===== config.mk =====
export PLATFORM = sky130hd
export DESIGN_NAME = bss_raise
export DESIGN_NICKNAME = d
export VERILOG_FILES = /design/src/rtl/bezier_segment_split_defines.svh /design/src/rtl/bss_pkg.sv /design/src/rtl/bss_raise.sv
export SDC_FILE = /design/constraint.sdc
export NUM_CORES = 2
export LEC_CHECK = 0
export ABC_CLOCK_PERIOD_IN_PS = 36800
export BUFFER_PORTS_ARGS = -buffer_cell sky130_fd_sc_hd__buf_2
export CORE_AREA = 2 2 518 520
export CTS_CLUSTER_DIAMETER = 30
export DETAILED_ROUTE_END_ITERATION = 6
export DIE_AREA = 0 0 520 522
export PLACE_DENSITY = 0.68
export SKIP_LAST_GASP = 1
export SLEW_MARGIN = 20
export SYNTH_ARGS = -nofsm -noshare
export SYNTH_HDL_FRONTEND = slang
export SYNTH_SLANG_ARGS = --single-unit

===== constraint.sdc =====
create_clock -name clk_i -period 36.8 [get_ports clk_i]
set_clock_uncertainty 0.2 [all_clocks]
set_input_delay 3.68 -clock clk_i [delete_from_list [all_inputs] [get_ports clk_i]]
set_output_delay 3.68 -clock clk_i [all_outputs]
set_load 0.02 [all_outputs]

===== src/rtl/bezier_segment_split_defines.svh =====
// Assertion macros shared by the bezier segment split RTL.
`ifndef BEZIER_SEGMENT_SPLIT_DEFINES_SVH
`define BEZIER_SEGMENT_SPLIT_DEFINES_SVH

// Same-cycle implication, sampled on clk_i and held off during reset.
`define BSS_ASSERT_IMP(label, ante, cons, msg) \
  label: assert property (@(posedge clk_i) disable iff (!rst_ni) (ante) |-> (cons)) \
    else $error(msg);

// Next-cycle implication, sampled on clk_i and held off during reset.
`define BSS_ASSERT_NXT(label, ante, cons, msg) \
  label: assert property (@(posedge clk_i) disable iff (!rst_ni) (ante) |=> (cons)) \
    else $error(msg);

`endif


===== src/rtl/bss_pkg.sv =====
// Shared types and constants for the bezier segment split pipeline.
package bss_pkg;

  localparam logic [1:0] KIND_LINE  = 2'd0;
  localparam logic [1:0] KIND_QUAD  = 2'd1;
  localparam logic [1:0] KIND_CUBIC = 2'd2;

  // Split parameter 1.0 in Q1.16.
  localparam logic [16:0] T_ONE = 17'd65536;

  // Offset that makes p + 2q + 1 non-negative: 1 + 3 * 2^31.
  localparam logic [33:0] DIV3_BIAS = 34'd6442450945;
  // ceil(2^35 / 3); exact floor division by three for operands below 2^35.
  localparam logic [33:0] DIV3_RECIP = 34'd11453246123;
  localparam int unsigned DIV3_SHIFT = 35;

  // Interpolation lanes per pipeline level: three per axis.
  localparam int unsigned LANES = 6;

  typedef logic signed [31:0] coord_t;
  typedef coord_t [1:0] point_t;
  typedef coord_t [LANES-1:0] lanes_t;

  // One segment as it travels down the pipeline; index 0 is x, 1 is y.
  typedef struct packed {
    logic [1:0]  kind;
    logic [16:0] t;
    point_t      p0;
    point_t      p3;
    point_t      q1;
    point_t      q2;
    point_t      a01;
    point_t      a12;
    point_t      a23;
    point_t      b012;
    point_t      b123;
    point_t      c;
  } item_t;

endpackage


===== src/rtl/bss_raise.sv =====
// Three-stage degree raise: turns a quadratic control into two cubic controls.
module bss_raise (
  input  logic           clk_i,
  input  logic           rst_ni,
  input  logic           valid_i,
  output logic           ready_o,
  input  bss_pkg::item_t item_i,
  output logic           valid_o,
  input  logic           ready_i,
  output bss_pkg::item_t item_o
);

  logic v1_q, v2_q, v3_q;
  logic rdy1, rdy2, rdy3;
  bss_pkg::item_t it1_q, it2_q, it3_q, it3_d;
  bss_pkg::coord_t raised_a [2];
  bss_pkg::coord_t raised_b [2];

  assign rdy3    = !v3_q || ready_i;
  assign rdy2    = !v2_q || rdy3;
  assign rdy1    = !v1_q || rdy2;
  assign ready_o = rdy1;
  assign valid_o = v3_q;
  assign item_o  = it3_q;

  for (genvar c = 0; c < 2; c++) begin : g_axis
    logic signed [34:0] sum_a, sum_b;
    logic [33:0] y_a_q, y_b_q;
    logic [50:0] ph_a_q, pl_a_q, ph_b_q, pl_b_q;
    logic [67:0] prod_a, prod_b;
    logic [31:0] quo_a, quo_b;

    // Stage 1: biased sums p0 + 2q + 1 and 2q + p3 + 1, always non-negative.
    assign sum_a = $signed({{3{item_i.p0[c][31]}}, item_i.p0[c]})
                 + $signed({{2{item_i.q1[c][31]}}, item_i.q1[c], 1'b0})
                 + $signed({1'b0, bss_pkg::DIV3_BIAS});
    assign sum_b = $signed({{3{item_i.p3[c][31]}}, item_i.p3[c]})
                 + $signed({{2{item_i.q1[c][31]}}, item_i.q1[c], 1'b0})
                 + $signed({1'b0, bss_pkg::DIV3_BIAS});

    always_ff @(posedge clk_i) begin
      if (rdy1 && valid_i) begin
        y_a_q <= sum_a[33:0];
        y_b_q <= sum_b[33:0];
      end
    end

    // Stage 2: reciprocal multiply, split into two partial products.
    always_ff @(posedge clk_i) begin
      if (rdy2 && v1_q) begin
        ph_a_q <= 51'(y_a_q[33:17]) * 51'(bss_pkg::DIV3_RECIP);
        pl_a_q <= 51'(y_a_q[16:0]) * 51'(bss_pkg::DIV3_RECIP);
        ph_b_q <= 51'(y_b_q[33:17]) * 51'(bss_pkg::DIV3_RECIP);
        pl_b_q <= 51'(y_b_q[16:0]) * 51'(bss_pkg::DIV3_RECIP);
      end
    end

    // Stage 3: sum partials, shift out the reciprocal scale, remove the bias.
    assign prod_a = {ph_a_q, 17'b0} + 68'(pl_a_q);
    assign prod_b = {ph_b_q, 17'b0} + 68'(pl_b_q);
    assign quo_a  = prod_a[bss_pkg::DIV3_SHIFT +: 32];
    assign quo_b  = prod_b[bss_pkg::DIV3_SHIFT +: 32];
    assign raised_a[c] = $signed({~quo_a[31], quo_a[30:0]});
    assign raised_b[c] = $signed({~quo_b[31], quo_b[30:0]});
  end

  always_comb begin
    it3_d = it2_q;
    case (it2_q.kind)
      bss_pkg::KIND_LINE: begin
        // A line reuses the first interpolation lane as p0 -> p3.
        it3_d.q1 = it2_q.p3;
      end
      bss_pkg::KIND_QUAD: begin
        it3_d.q1[0] = raised_a[0];
        it3_d.q1[1] = raised_a[1];
        it3_d.q2[0] = raised_b[0];
        it3_d.q2[1] = raised_b[1];
      end
      default: begin
        it3_d = it2_q;
      end
    endcase
  end

  always_ff @(posedge clk_i or negedge rst_ni) begin
    if (!rst_ni) begin
      v1_q <= 1'b0;
      v2_q <= 1'b0;
      v3_q <= 1'b0;
    end else begin
      if (rdy1) v1_q <= valid_i;
      if (rdy2) v2_q <= v1_q;
      if (rdy3) v3_q <= v2_q;
    end
  end

  always_ff @(posedge clk_i) begin
    if (rdy1 && valid_i) it1_q <= item_i;
    if (rdy2 && v1_q)    it2_q <= it1_q;
    if (rdy3 && v2_q)    it3_q <= it3_d;
  end

endmodule


==> flow_metrics.env <==
export IMPL_setup_viol=0
export IMPL_first_iter_violations=6494
export IMPL_ys_flop_type="edfxtp_1"
export IMPL_fin_setup_tns_ps=0
export IMPL_ant_nets=0
export IMPL_postCtsSetupRepairBufs=0
export IMPL_worstPathMaxFanout=75
export IMPL_wl_um=350000
export IMPL_async_flop_share_pct=0.122
export IMPL_rows=190
export IMPL_ys_ff_latch=2452
export IMPL_gp_congestion=0.937
export IMPL_yosysUniqueCellTypes=99
export IMPL_drt_pass1_iterations=7
export IMPL_slew_viol_final=0
export IMPL_crit_arrival_ps=9890
export IMPL_grt_max_degree=151
export IMPL_yosysWarnings=0
export IMPL_grt_usage_pct=25.3
export IMPL_io_pins=1324
export IMPL_run_status="finished, violations left"
export IMPL_htreeDepth=5
export IMPL_hold_buffers=0
export IMPL_fmax_mhz=105
export IMPL_cts_inserted_buffers=427
export IMPL_drive_gt1_share_pct=19.9
export IMPL_insertion_delay_ps=960
export IMPL_timing_hold_violations_final=0
export IMPL_area_growth_pct=20.3
export IMPL_die_h_um=522
export IMPL_violations="DRC"
export IMPL_hold_path_class="register to register"
export IMPL_synth_avg_cell_area_um2=14.6
export IMPL_layout_worst_path_cycle_share_pct=25.9
export IMPL_synth_net_count=11700
export IMPL_dieArea_mm2=0.271
export IMPL_crit_type="input port to register"
export IMPL_ys_seq_area_share_pct=56.8
export IMPL_cts_sinks=2452
export IMPL_dp_hpwl_um=272000
export IMPL_post_drt_wl_per_cell_um=24.0
export IMPL_ctsResizeCount=0
export IMPL_portBuffers=1323
export IMPL_startpoint_type="input port"
export IMPL_grt_pass1_wl_um=508000
export IMPL_slew_headroom_pct=28.3
export IMPL_synth_cell_area_mm2=0.130
export IMPL_route_detailed_drc=288
export IMPL_core_area_mm2=0.266
export IMPL_vias=77800
export IMPL_clockBufferDepth=4
export IMPL_worstMarginPinSlew_ps=1060
export IMPL_crit_required_ps=37170
export IMPL_initial_utilization_pct=48.6
export IMPL_cts_tree="done"
export IMPL_overflow=0
export IMPL_syn_inst=8848
export IMPL_layout_common_cells="edfxtp_1 (2,449), ha_1 (1,394), buf_2 (1,323), inv_1 (1,303), fa_1 (745)"
export IMPL_grt_pass1_vias=79400
export IMPL_synth_edf_count=2449
export IMPL_die_w_um=520
export IMPL_clk_pin_slew_ps=60
export IMPL_fin_nets=13400
export IMPL_finalCriticalPeriod_ps=9530
export IMPL_cts_root_buffer="clkbuf_16"
export IMPL_viasPerCell=5.34
export IMPL_final_common_cell="edfxtp_1"
export IMPL_rsz0062_at_grt="false"
export IMPL_antenna_found_initial=105
export IMPL_cap_violations=0
export IMPL_setup_worst_path_end_class="register"
metal layers:
layer | track usage (%) | vias up | share of wire [%] | wire [um]
met5 | 0 | - | 0.082 | 288
met4 | 10.8 | 48 | 4.6 | 16200
met3 | 5.29 | 643 | 7.6 | 26700
met2 | 41.9 | 2951 | 48 | 169000
met1 | 32.3 | 38700 | 39 | 137000
li1 | - | 35400 | - | -
state kept, by name (all words and copies together), names as in the netlist:
name and count:
g_axis.pl_b_q 68, g_axis.y_a_q 68, item_o 659, g_axis.ph_b_q 100, valid_o 1, g_axis.ph_a_q 100, g_axis.y_b_q 68, it2_q 659
it1_q 659, v1_q 1, v2_q 1, g_axis.pl_a_q 68
layout make-up:
type	instances	area [um2]
fillers	20600	111000
well taps	3552	4440
multi-input cells	5016	50700
flip-flops and latches	2452	73600
clock buffers	455	10800
inverters	1303	4890
clock inverters	347	4060
diodes	77	193
repair buffers	1367	7000
cell families after synthesis:
family / Yosys count / synth area share (%)
xor+xnor: 488 / 3.31
compound gates: 1348 / 6.76
buf+inv: 1380 / 4.01
simple gates: 1016 / 3.90
flops: 2452 / 56.8
fa+ha+maj: 2142 / 25.0
mux: 22 / 0.172
stage by stage:
step | hold WS, ps | instance area (um2) | utilization [%] | std cells | setup slack (ps)
2_1_floorplan | 200 | 130000 | - | 8848 | 9060
3_3_place_gp | 200 | 141000 | 52.8 | 13700 | 26560
3_5_place_dp | 205 | 141000 | 52.8 | 13700 | 26400
4_1_cts | 171 | 156000 | 58.4 | 14500 | 27410
5_1_grt | 176 | 156000 | 58.4 | 14500 | 26850
6_report | 176 | 156000 | 58.4 | 14600 | 27270
worst paths after layout:
path	start	endpoint	slack, ps	depth (start not counted)
worst min-delay path	it2_q[72]$_DFFE_PP_	item_o[72]$_DFFE_PP_	180	0
min in group asynchronous	rst_ni	valid_o$_DFFE_PN0P_	2350	1
worst min register to register	it2_q[72]$_DFFE_PP_	item_o[72]$_DFFE_PP_	180	0
worst max-delay path	ready_i	it1_q[289]$_DFFE_PP_	27270	10
max in group asynchronous	rst_ni	v2_q$_DFFE_PN0P_	33940	1
worst max register to register	g_axis[1].y_a_q[19]$_DFFE_PP_	g_axis[1].ph_a_q[49]$_DFFE_PP_	29430	18
synth_stat cells (7+ instances only):
| library cell | n | area, um2 |
|---|---|---|
| nor3_1 | 67 | 335 |
| nand3b_1 | 11 | 82.6 |
| o22ai_1 | 10 | 62.6 |
| mux2i_1 | 20 | 200 |
| o221ai_1 | 9 | 78.8 |
| xnor2_1 | 318 | 2790 |
| a211o_1 | 13 | 114 |
| a31o_2 | 11 | 96.3 |
| a21o_1 | 223 | 1670 |
| o21bai_1 | 79 | 593 |
| and3_1 | 52 | 325 |
| and2_1 | 26 | 163 |
| o31ai_1 | 16 | 120 |
| a22oi_1 | 29 | 218 |
| o211ai_1 | 36 | 270 |
| xor2_1 | 169 | 1480 |
| o21ai_0 | 266 | 1330 |
| a211oi_1 | 36 | 270 |
| nand2b_1 | 52 | 325 |
| o21a_1 | 49 | 368 |
| nand2_1 | 272 | 1020 |
| ha_1 | 1394 | 17400 |
| o31a_1 | 9 | 78.8 |
| a221oi_1 | 8 | 70.1 |
| a21oi_1 | 395 | 1980 |
| a21oi_2 | 9 | 78.8 |
| inv_1 | 1303 | 4890 |
| nand3_1 | 104 | 521 |
| nor3b_1 | 9 | 67.6 |
| o2111ai_1 | 8 | 70.1 |
| a41oi_1 | 9 | 78.8 |
| or3_1 | 30 | 188 |
| buf_2 | 7 | 35.0 |
| nor2_1 | 217 | 815 |
| a311o_1 | 7 | 70.1 |
| o21ai_1 | 14 | 70.1 |
| and4_1 | 15 | 131 |
| a31oi_1 | 32 | 200 |
| fa_1 | 745 | 14900 |
| nor2b_1 | 54 | 338 |
| edfxtp_1 | 2449 | 73500 |
| clkbuf_1 | 65 | 244 |
| nand4_1 | 64 | 400 |
| or2_2 | 15 | 93.8 |
worst max-delay path, stage by stage:
cell and delay [ps]:
buf_2 80, nor2b_1 50, nand3_1 130, and2_4 750
buf_4 850, buf_4 620, buf_4 890, buf_4 850
buf_4 760, buf_4 810
Power is not shown: default switching activity piles up to over one toggle a cycle in this logic, so the estimate is an artifact.
