`config.mk`:
```
export PLATFORM = sky130hd
export DESIGN_NAME = bss_out
export DESIGN_NICKNAME = d
export VERILOG_FILES = /design/src/rtl/bezier_segment_split_defines.svh /design/src/rtl/bss_pkg.sv /design/src/rtl/bss_out.sv
export SDC_FILE = /design/constraint.sdc
export NUM_CORES = 1
export LEC_CHECK = 0
export BUFFER_PORTS_ARGS = -buffer_cell sky130_fd_sc_hd__buf_2
export CORE_AREA = 2 2 362 364
export CTS_CLUSTER_SIZE = 30
export DETAILED_ROUTE_END_ITERATION = 16
export DIE_AREA = 0 0 364 366
export GPL_TIMING_DRIVEN = 0
export PLACE_DENSITY = 0.4
export SLEW_MARGIN = 20
export SYNTH_ARGS = -nofsm -noshare
export SYNTH_HDL_FRONTEND = slang
export SYNTH_SLANG_ARGS = --single-unit
```
`constraint.sdc`:
```
create_clock -name clk_i -period 49.8 [get_ports clk_i]
set_clock_uncertainty 0.05 [all_clocks]
set_input_delay 14.94 -clock clk_i [delete_from_list [all_inputs] [get_ports clk_i]]
set_output_delay 14.94 -clock clk_i [all_outputs]
set_load 0.01 [all_outputs]
```
`src/rtl/bezier_segment_split_defines.svh`:
```
// Assertion macros shared by the bezier segment split RTL.
`ifndef BEZIER_SEGMENT_SPLIT_DEFINES_SVH
`define BEZIER_SEGMENT_SPLIT_DEFINES_SVH

// Same-cycle implication, sampled on clk_i and held off during reset.
`define BSS_ASSERT_IMP(label, ante, cons, msg) \
  label: assert property (@(posedge clk_i) disable iff (!rst_ni) (ante) |-> (cons)) \
    else $error(msg);

// Next-cycle implication, sampled on clk_i and held off during reset.
`define BSS_ASSERT_NXT(label, ante, cons, msg) \
  label: assert property (@(posedge clk_i) disable iff (!rst_ni) (ante) |=> (cons)) \
    else $error(msg);

`endif

```
`src/rtl/bss_pkg.sv`:
```
// Shared types and constants for the bezier segment split pipeline.
package bss_pkg;

  localparam logic [1:0] KIND_LINE  = 2'd0;
  localparam logic [1:0] KIND_QUAD  = 2'd1;
  localparam logic [1:0] KIND_CUBIC = 2'd2;

  // Split parameter 1.0 in Q1.16.
  localparam logic [16:0] T_ONE = 17'd65536;

  // Offset that makes p + 2q + 1 non-negative: 1 + 3 * 2^31.
  localparam logic [33:0] DIV3_BIAS = 34'd6442450945;
  // ceil(2^35 / 3); exact floor division by three for operands below 2^35.
  localparam logic [33:0] DIV3_RECIP = 34'd11453246123;
  localparam int unsigned DIV3_SHIFT = 35;

  // Interpolation lanes per pipeline level: three per axis.
  localparam int unsigned LANES = 6;

  typedef logic signed [31:0] coord_t;
  typedef coord_t [1:0] point_t;
  typedef coord_t [LANES-1:0] lanes_t;

  // One segment as it travels down the pipeline; index 0 is x, 1 is y.
  typedef struct packed {
    logic [1:0]  kind;
    logic [16:0] t;
    point_t      p0;
    point_t      p3;
    point_t      q1;
    point_t      q2;
    point_t      a01;
    point_t      a12;
    point_t      a23;
    point_t      b012;
    point_t      b123;
    point_t      c;
  } item_t;

endpackage

```
`src/rtl/bss_out.sv`:
```
// Output register that sends each finished segment as two halves.
module bss_out (
  input  logic            clk_i,
  input  logic            rst_ni,
  input  logic            valid_i,
  output logic            ready_o,
  input  bss_pkg::item_t  item_i,
  output logic            out_valid_o,
  input  logic            out_stall_i,
  output logic [1:0]      out_kind_o,
  output logic            is_second_half_o,
  output bss_pkg::coord_t out_start_x_o,
  output bss_pkg::coord_t out_start_y_o,
  output bss_pkg::coord_t out_end_x_o,
  output bss_pkg::coord_t out_end_y_o,
  output bss_pkg::coord_t out_ctrl1_x_o,
  output bss_pkg::coord_t out_ctrl1_y_o,
  output bss_pkg::coord_t out_ctrl2_x_o,
  output bss_pkg::coord_t out_ctrl2_y_o
);

  logic v_q, beat_q;
  logic is_line;
  bss_pkg::item_t item_q;
  bss_pkg::point_t start_pt, end_pt, ctrl1_pt, ctrl2_pt, mid_pt;

  // A new segment loads once the second half of the held one leaves.
  assign ready_o = !v_q || (beat_q && !out_stall_i);

  always_ff @(posedge clk_i or negedge rst_ni) begin
    if (!rst_ni) begin
      v_q    <= 1'b0;
      beat_q <= 1'b0;
    end else if (ready_o) begin
      v_q    <= valid_i;
      beat_q <= 1'b0;
    end else if (!out_stall_i) begin
      beat_q <= 1'b1;
    end
  end

  always_ff @(posedge clk_i) begin
    if (ready_o && valid_i) item_q <= item_i;
  end

  always_comb begin
    is_line = (item_q.kind == bss_pkg::KIND_LINE);
    mid_pt  = is_line ? item_q.a01 : item_q.c;
    if (!beat_q) begin
      start_pt = item_q.p0;
      end_pt   = mid_pt;
      ctrl1_pt = is_line ? '0 : item_q.a01;
      ctrl2_pt = is_line ? '0 : item_q.b012;
    end else begin
      start_pt = mid_pt;
      end_pt   = item_q.p3;
      ctrl1_pt = is_line ? '0 : item_q.b123;
      ctrl2_pt = is_line ? '0 : item_q.a23;
    end
  end

  assign out_valid_o      = v_q;
  assign out_kind_o       = is_line ? bss_pkg::KIND_LINE : bss_pkg::KIND_CUBIC;
  assign is_second_half_o = beat_q;
  assign out_start_x_o    = start_pt[0];
  assign out_start_y_o    = start_pt[1];
  assign out_end_x_o      = end_pt[0];
  assign out_end_y_o      = end_pt[1];
  assign out_ctrl1_x_o    = ctrl1_pt[0];
  assign out_ctrl1_y_o    = ctrl1_pt[1];
  assign out_ctrl2_x_o    = ctrl2_pt[0];
  assign out_ctrl2_y_o    = ctrl2_pt[1];

endmodule

```
==> results.md, run 1 <==
- Mapped Nets: roughly 1.9k
- Achievable Freq: roughly 0.033 GHz
- Worst vdd ir: between 0.00002 and 0.00003 V
- WL final: 87100 um
- Hold_buf cts: 0
- Post-placement setup slack: 19.29 ns
- Die Area: 133000 um^2
- Slew at the pin closest to its max-slew limit: about 0.95 ns
- GRT Residual Overflow: 0
- Starting Density: between 10 and 15%
- Gpl congestion: just over 0.8
- Hold_ws: between 0.5 and 0.6 ns
- Clock sink count: 452
- Final setup violation count: 0
- CP Launch Type: input port
- CP Class: input port to output pin
- Iter 0 DRT Violations: 620
- Row count: 132
- Peak fanout along the critical path: 4
- CTS buffer count: 59
- Most frequent cells in the layout: buf_2, edfxtp_1, nor2_1
- Post-Syn Area: roughly 18000 um^2
- Post-Route Setup TNS: 0 ns
- P_leak: 10.2 nW
- CP delay by family, top: simple AND/OR/NAND/NOR gates
- Critical path depth: 4
- Antenna violations before repair: 44
- Layout net count: around 2.7k
- Met2 wire length: 40200 um
- Worst hold path depth: 1
- Post-synth ARST share: less than 1%
- Critical Path AT: around 16 ns
- Final hold violations: 0
- Sw Ratio: 32.0%
- CTS tree: done
- Synth Flop Type: edfxtp_1
- Power per cell area: 45.3 nW/um^2
- Die Span X: around 360 um
- Hpwl dp: a little under 70000 um
- Worst path max stage delay: 0.22 ns
- Number of synthesized flops with an enable pin: 450
- #FFs+latches synth: 452
- # resized after CTS: 0
- Synth cell types: 22
- Final setup margin: ~19 ns
- Metal1 wirelength: approximately 36000 um
- Clk network pwr share: a little over a third
- Int Power: 0.815 mW
- Max_slew headroom: a little over a third
- Top layer in use: met5
- Worst Setup End Kind: output pin
- Port buffer count: around 700
- Required @ worst endpoint: roughly 35 ns
- Yosys warnings: 0
- P_sw: 0.385 mW
- Total chip power: 1.20 mW
- Clock Pin Slew Worst Setup and Hold Paths: 0.06 ns
- Drt first pass iters: 5
- Comb power frac: between 20% and 30%
- Placed Area: between 20000 and 25000 um^2
- Seq/Total Area, Yosys: between 70% and 80%
- Hold WC Path Type: flip-flop to flip-flop
- Slowest-stage cell, CP: nand2b_1
- Worst-case reg-to-reg path depth: 13
- DR WL met3: 8520 um
- CP most frequent cell: buf_2
- Fin crit period: 30.50 ns
- Pin count of the biggest net entering global routing: 24
- Wirelength per Cell: ~23 um
- Synth Area per Inst: about 15 um^2
- DR vias: ~13k
- # Post-CTS Setup Buffers: 0
- Vias in the first global route: around 14k
- Antenna Nets Post-Route: 0
- Gate Count Post-Synth: 1187
- Global-route wire length before repair: ~120000 um
- GRT Total Usage: 12.7%
- Clk root buf: clkbuf_16
- Leading cell type in the layout, fill and taps excluded: buf_2
- WP buf/inv: 2
- DRC errors left: 0
- Core Footprint: around 130000 um^2
- Tcrit/Tclk final: 61.2%
- Clock Path Buffers: 3
- Crit-path cells: buf_2 > nand2b_1 > nand2_1 > buf_2
- RSZ-0062 raised after global routing: false
- Final max-slew violation count: 0
- Max cap viols: 0
- Worst skew pair latency: between 0.6 and 0.7 ns
- Layout overhead on the synthesized area: 46.6%
- Final std cell area, no fill: between 20000 and 30000 um^2
- Flop pwr share: 39.2%
- Layout cell share with drive strength beyond 1: between 40 and 50%
- Status: completed
- I/O pin cnt: 924
- Die H: ~370 um
- Drt via density: between 3 and 4
- Max H-tree Level: 2
-- cells in the mapped netlist (2+ instances only) --
library cell / count / area (um^2)
mux2i_1: 128 / 1280
buf_1: 2 / 7.51
buf_4: 2 / 15.0
o21ai_0: 64 / 320
buf_2: 32 / 160
nor2_1: 193 / 724
nand2b_1: 2 / 12.5
clkbuf_1: 46 / 173
buf_6: 3 / 33.8
or3b_2: 8 / 70.1
nor2b_1: 64 / 400
edfxtp_1: 450 / 13500
a31oi_1: 128 / 801
or3b_1: 56 / 490
dfrtp_1: 2 / 50.1
-- layer usage --
| layer | vias up | GRT usage [%] |
|---|---|---|
| met2 | 584 | 20.6 |
| met4 | 34 | 4.02 |
| met5 | - | 0 |
| met1 | 6508 | 15.3 |
| li1 | 6178 | - |
| met3 | 154 | 5.07 |
-- path summary, 6_finish.rpt --
kind | start | endpoint | slack, ns
setup / recovery | out_stall_i | ready_o | 19.30
min in group asynchronous | rst_ni | out_valid_o | 14.03
hold reg to reg | out_valid_o | out_valid_o | 0.56
max in group asynchronous | rst_ni | is_second_half_o | 35.56
hold / removal | out_valid_o | out_valid_o | 0.56
setup reg to reg | is_second_half_o | item_q[349] | 45.69
-- power groups by stage --
stage,Clock (mW),Combinational (mW),Sequential (mW)
after global routing,0.460,0.325,0.473
after detailed placement,0,0.309,0.479
after floorplan,0,0.136,0.532
after global placement,0,0.291,0.573
after CTS,0.446,0.310,0.471
final,0.429,0.300,0.471
-- kinds of logic (layout without fill, tap and decap cells) --
family	after synthesis	count (layout)	share of synthesized area [%]
AO/OA/AOI/OAI	194	194	6.28
buffers and inverters	87	937	2.19
flip-flops	452	452	75.0
multiplexers	128	128	7.08
other	1	17	0.0207
AND/OR/NAND/NOR	325	325	9.44
-- stage by stage --
stage / util (%) / cells
floorplan: - / 1187
global placement: 18.5 / 3642
detailed placement: 19.0 / 3669
CTS: 20.5 / 3779
global route: 20.5 / 3786
finish: 20.6 / 3795
-- cell type report --
cell class                 count  area [um^2]
timing repair buffer         740         4290
multi-input combinational    648         4140
clock inverter                44          403
inverter                       2         7.51
sequential                   452        13600
clock buffer                  66         1500
tap                         1742         2180
buffer                        85          392
antenna                       16         40.0
fill                       14100       102000
-- state kept, by name, summed over array words and instances, names as in the netlist --
signal,cells
out_valid_o,1
item_q,450
is_second_half_o,1
-- worst register-to-register path, stage by stage (launching register included) --
cell	delay (ns)
dfrtp_1	0.39
buf_2	0.38
buf_2	0.46
nand2b_1	0.24
a21boi_4	0.59
buf_16	0.25
buf_16	0.19
buf_16	0.19
buf_16	0.17
buf_16	0.17
buf_16	0.18
buf_16	0.18
buf_16	0.19
buf_16	0.19
No activity file was read; power rests on OpenSTA's default activity.
==> run 2, diff against run 1 <==
Clock period 49.8 ns to 29.9 ns, I/O delays scaled along.
==> run 2 against run 1 <==
Final area shrank 0.41%. Global-route usage is essentially flat. Clock-buffer cell count is the same. Clock power grew 60%. Highest routed layer unchanged. Critical path depth is the same.
==> results.md, run 2 (synthesis gave the netlist of run 1 again) <==
- Power per cell area: 74.7 nW/um^2 (was 45.3 nW/um^2)
- Port buffer count: 713 (unchanged)
- Layout overhead on the synthesized area: 46.0% (was 46.6%)
- Clock sink count: 452 (unchanged)
- Worst Setup End Kind: output pin (unchanged)
- DR vias: 13.4k (was 13.5k)
- Wirelength per Cell: 23.0 um (about the same)
- Final setup margin: 11.20 ns (was 19.30 ns)
- CP most frequent cell: buf_2 (unchanged)
- Final setup violation count: 0 (unchanged)
- Leading cell type in the layout, fill and taps excluded: buf_2 (unchanged)
- Worst path max stage delay: 0.22 ns (about the same)
- Max cap viols: 0 (unchanged)
- Antenna violations before repair: 47 (was 44)
- Max H-tree Level: 2 (unchanged)
- Hold WC Path Type: flip-flop to flip-flop (unchanged)
- P_leak: 10.2 nW (about the same)
- CP Class: input port to output pin (unchanged)
- Iter 0 DRT Violations: 640 (was 620)
- # Post-CTS Setup Buffers: 0 (unchanged)
- Max_slew headroom: 34.9% (was 36.6%)
- WL final: 87200 um (was 87100 um)
- Placed Instances: 3667 (was 3669)
- Final hold violations: 0 (unchanged)
- Hold_buf cts: 0 (unchanged)
- Vias in the first global route: 14.2k (about the same)
- Worst vdd ir: 0.0000460 V (was 0.0000255 V)
- Clk root buf: clkbuf_16 (unchanged)
- Slowest-stage cell, CP: nand2_1 (was nand2b_1)
- Antenna Nets Post-Route: 0 (unchanged)
- CTS buffer count: 57 (was 59)
- RSZ-0062 raised after global routing: false (unchanged)
- Final Util: 20.5% (was 20.6%)
- Global-route wire length before repair: 116000 um (about the same)
- Largest register FFs: 450 (unchanged)
- GRT Residual Overflow: 0 (unchanged)
- Hold_ws: 0.553 ns (was 0.561 ns)
- Critical Path AT: 9.68 ns (was 15.51 ns)
- Gpl congestion: 0.796 (was 0.810)
- Slew at the pin closest to its max-slew limit: 0.976 ns (was 0.951 ns)
- Tcrit/Tclk final: 62.5%
- DRC errors left: 0 (unchanged)
- Layout cell share with drive strength beyond 1: 42.9% (was 43.2%)
- Drt first pass iters: 5 (unchanged)
- WP buf/inv: 2 (unchanged)
- Hpwl dp: 69500 um (was 69400 um)
- Fin crit period: ~19 ns
- Die Span X: 364 um (unchanged)
- Drt via density: 3.54 (was 3.55)
- CP delay by family, top: simple AND/OR/NAND/NOR gates (unchanged)
- Clock Pin Slew Worst Setup and Hold Paths: 0.06 ns (about the same)
- Fillers: 14.0k (was 14.1k)
- Most frequent cells in the layout: buf_2, edfxtp_1, nor2_1 (unchanged)
- Pin count of the biggest net entering global routing: 24 (unchanged)
- Row count: 132 (unchanged)
- Status: completed (unchanged)
- Achievable Freq: 0.0535 GHz
- Required @ worst endpoint: 20.88 ns (was 34.81 ns)
- Non-Filler Instances: 3786 (was 3795)
- Clock Path Buffers: 3 (unchanged)
- Worst skew pair latency: 0.65 ns (was 0.64 ns)
- Final max-slew violation count: 0 (unchanged)
- CP Launch Type: input port (unchanged)
- Post-Route Setup TNS: 0 ns (unchanged)
- Die Area: 133000 um^2 (unchanged)
- Layout net count: 2647 (was 2651)
- Starting Density: 14.0% (unchanged)
- GRT Total Usage: 12.7% (about the same)
- Crit-path cells: buf_2 > nand2b_1 > nand2_1 > buf_2 (unchanged)
- Post-placement setup slack: 11.14 ns (was 19.29 ns)
- Peak fanout along the critical path: 4 (unchanged)
- Most flops, register: item_q (unchanged)
- CTS tree: done (unchanged)
- Die H: 366 um (unchanged)
- # resized after CTS: 0 (unchanged)
- I/O pin cnt: 924 (unchanged)
- Core Footprint: 129000 um^2 (unchanged)
-- run 2: path summary, 6_finish.rpt --
kind	startpoint	to	slack [ns]	cells past startpoint
min reg2reg	out_valid_o	out_valid_o	0.55	1
min in group asynchronous	rst_ni	is_second_half_o	8.04	1
max in group asynchronous	rst_ni	out_valid_o	21.66	1
max reg2reg	is_second_half_o	item_q[608]	25.40	13
max	out_stall_i	ready_o	11.20	4
min	out_valid_o	out_valid_o	0.55	1
-- run 2: layout make-up --
| type | count | area (um^2) | share of cell area, % |
|---|---|---|---|
| Antenna cell | 13 | 32.5 | 0.123 |
| Clock buffer | 66 | 1480 | 5.61 |
| Sequential cell | 452 | 13600 | 51.4 |
| Clock inverter | 40 | 354 | 1.34 |
| Inverter | 2 | 7.51 | 0.0284 |
| Multi-Input combinational cell | 648 | 4140 | 15.7 |
| Timing Repair Buffer | 738 | 4260 | 16.1 |
| Buffer | 85 | 392 | 1.48 |
| Tap cell | 1742 | 2180 | 8.25 |
-- run 2: where the power goes --
group | total, mW | switching, mW | internal (mW) | leakage (nW)
combinational | 0.498 | 0.320 | 0.178 | 5.06
sequential | 0.786 | 0.0205 | 0.766 | 4.20
clock | 0.687 | 0.290 | 0.397 | 0.902
-- run 2: metrics by stage --
step | cell area, um^2 | total power, mW
after floorplan | 18100 | 1.05
after global placement | 23800 | 1.34
after detailed placement | 24500 | 1.31
after CTS | 26400 | 2.02
after global routing | 26400 | 2.07
final | 26400 | 1.97
-- run 2: layer usage --
metal  share of wire (%)  up-vias  track usage, %
li1                    -     6170               -
met2                  45      586            20.1
met1                  41     6485            15.3
met3                  11      131            5.92
met5                0.25        -               0
met4                 2.4       36            3.69
==> run 3, diff against run 2 <==
Settings changed: CORE_AREA 2 2 362 364 to 2 2 361 363, DIE_AREA 0 0 364 366 to 0 0 363 365, PLACE_DENSITY 0.4 to 0.41.
Clock period 29.9 ns to 16.5 ns, I/O delays scaled along.
==> run 3 against run 2 <==
Clock power increased by 83%. Global-route usage decreased by 0.43 points. Setup slack got worse by 5.2 ns. Largest cell class unchanged.
==> results.md, run 3 (synthesis gave the netlist of run 1 again) <==
- Antenna violations before repair: 29 (was 47)
- Hpwl dp: 67300 um (was 69500 um)
- Final hold violations: 0 (unchanged)
- Max_slew headroom: 39.3% (was 34.9%)
- Critical Path AT: 5.50 ns (was 9.68 ns)
- Layout cell share with drive strength beyond 1: 43.0% (was 42.9%)
- Die H: 365 um (was 366 um)
- Die Span X: 363 um (was 364 um)
- Fillers: 14.0k (about the same)
- Achievable Freq: roughly 0.095 GHz
- M1 GR Usage: 15.1% (was 15.3%)
- Drt first pass iters: 5 (unchanged)
- Post-placement setup slack: 5.99 ns (was 11.14 ns)
- Placed Area: 24500 um^2 (about the same)
- Most flops, register: item_q (unchanged)
- GRT Residual Overflow: 0 (unchanged)
- Starting Density: 14.1% (was 14.0%)
- # resized after CTS: 0 (unchanged)
- Worst skew pair latency: 0.65 ns (about the same)
- Row count: 132 (unchanged)
- Iter 0 DRT Violations: 722 (was 640)
- Worst vdd ir: 0.0000777 V (was 0.0000460 V)
- Required @ worst endpoint: 11.50 ns (was 20.88 ns)
- Core Footprint: 129000 um^2 (about the same)
- RSZ-0062 raised after global routing: false (unchanged)
- Worst Setup End Kind: output pin (unchanged)
- Clock Path Buffers: 3 (unchanged)
- Hold_buf cts: 0 (unchanged)
- Hold WC Path Type: flip-flop to flip-flop (unchanged)
- Die Area: 132000 um^2 (was 133000 um^2)
- Most frequent cells in the layout: buf_2, edfxtp_1, nor2_1 (unchanged)
- WL final: 84600 um (was 87200 um)
- Max H-tree Level: 2 (unchanged)
- Post-Route Setup TNS: 0 ns (unchanged)
- Layout overhead on the synthesized area: 45.8% (was 46.0%)
- P_leak: 10.2 nW (about the same)
- Final std cell area, no fill: 26400 um^2 (about the same)
- M2 GR Usage: 19.8% (was 20.1%)
- Final max-slew violation count: 0 (unchanged)
- Wirelength per Cell: 22.8 um (was 23.0 um)
- Port buffer count: 713 (unchanged)
- # Post-CTS Setup Buffers: 0 (unchanged)
- Pin count of the biggest net entering global routing: 24 (unchanged)
- Tcrit/Tclk final: a little under two thirds
- Max cap viols: 0 (unchanged)
- Clock sink count: 452 (unchanged)
- Status: completed (unchanged)
- I/O pin cnt: 924 (unchanged)
- Vias in the first global route: 14.0k (was 14.2k)
- Clk root buf: clkbuf_16 (unchanged)
- Gpl congestion: 0.802 (was 0.796)
- Power per cell area: 136 nW/um^2 (was 74.7 nW/um^2)
- CTS buffer count: 57 (unchanged)
- Fin crit period: roughly 11 ns
- Largest register FFs: 450 (unchanged)
- Area of the multi-input gates: 4140 um^2 (unchanged)
- CP Class: input port to output pin (unchanged)
- Worst r2r src: is_second_half_o (unchanged)
- CP Launch Type: input port (unchanged)
- Final setup violation count: 0 (unchanged)
- DR vias: 13.4k (unchanged)
- Global-route wire length before repair: 112000 um (was 116000 um)
- CTS tree: done (unchanged)
- CP startpoint: out_stall_i (unchanged)
- Peak fanout along the critical path: 4 (unchanged)
- Met3 GRT Util: 4.15% (was 5.92%)
- DRC errors left: 0 (unchanged)
- Leading cell type in the layout, fill and taps excluded: buf_2 (unchanged)
- Hold_ws: 0.558 ns (was 0.553 ns)
- Clock Pin Slew Worst Setup and Hold Paths: 0.06 ns (about the same)
- Final setup margin: 6.00 ns (was 11.20 ns)
- Hold Startpoint: out_valid_o (unchanged)
- Layout net count: 2651 (was 2647)
- Antenna Nets Post-Route: 0 (unchanged)
- Register Area: 13600 um^2 (unchanged)
- Slew at the pin closest to its max-slew limit: 0.905 ns (was 0.976 ns)
- Drt via density: 3.61 (was 3.54)
- GRT Total Usage: 12.3% (was 12.7%)
- GR peak layer: met2 (unchanged)
## run 3: cell count changes in the layout (fill, tap and decap cells not counted)
cell | previous run | this run
diode_2 | 13 | 9
inv_6 | 2 | 1
bufinv_16 | 5 | 6
clkinv_1 | 14 | 6
clkbuf_2 | 2 | 3
o21ai_0 | 64 | 63
clkbuf_1 | 52 | 58
clkinvlp_4 | 2 | 0
buf_8 | 0 | 4
o21ai_1 | 0 | 1
## run 3: critical path: stages
cell and delay [ns]:
buf_2 0.11, nand2b_1 0.21, nand2_1 0.11, buf_2 0.13
## run 3: final timing paths
path	cells after the start	endpoint	slack, ns
max in group asynchronous	1	is_second_half_o	12.28
hold / removal	1	out_valid_o	0.56
min in group asynchronous	1	out_valid_o	4.03
setup / recovery	4	ready_o	6.00
hold reg to reg	1	out_valid_o	0.56
setup reg to reg	16	item_q[88]	11.83
## run 3: power breakdown
group | internal, mW | switching, mW | total [mW]
Sequential | 1.39 | 0.0330 | 1.42
Clock | 0.737 | 0.525 | 1.26
Combinational | 0.328 | 0.578 | 0.907
## run 3: layout make-up
class | instances | area share [%]
clock inverters | 30 | 1.25
flip-flops and latches | 452 | 51.4
plain buffers | 85 | 1.49
clock buffers | 73 | 5.72
diodes | 9 | 0.0854
repair buffers | 742 | 16.4
well taps | 1675 | 7.95
inverters | 2 | 0.0285
multi-input cells | 648 | 15.7
## run 3: through the flow
step	cells	power [mW]	utilization [%]
CTS	3706	3.67	20.5
finish	3716	3.59	20.5
global route	3711	3.76	20.5
floorplan	1187	1.87	-
global placement	3575	2.37	18.5
detailed placement	3603	2.38	19.0
## run 3: metal layers
| metal | vias up | wire [um] |
|---|---|---|
| li1 | 6168 | - |
| met1 | 6481 | 35500 |
| met2 | 593 | 39000 |
| met3 | 144 | 7200 |
| met4 | 22 | 2790 |
| met5 | - | 136 |
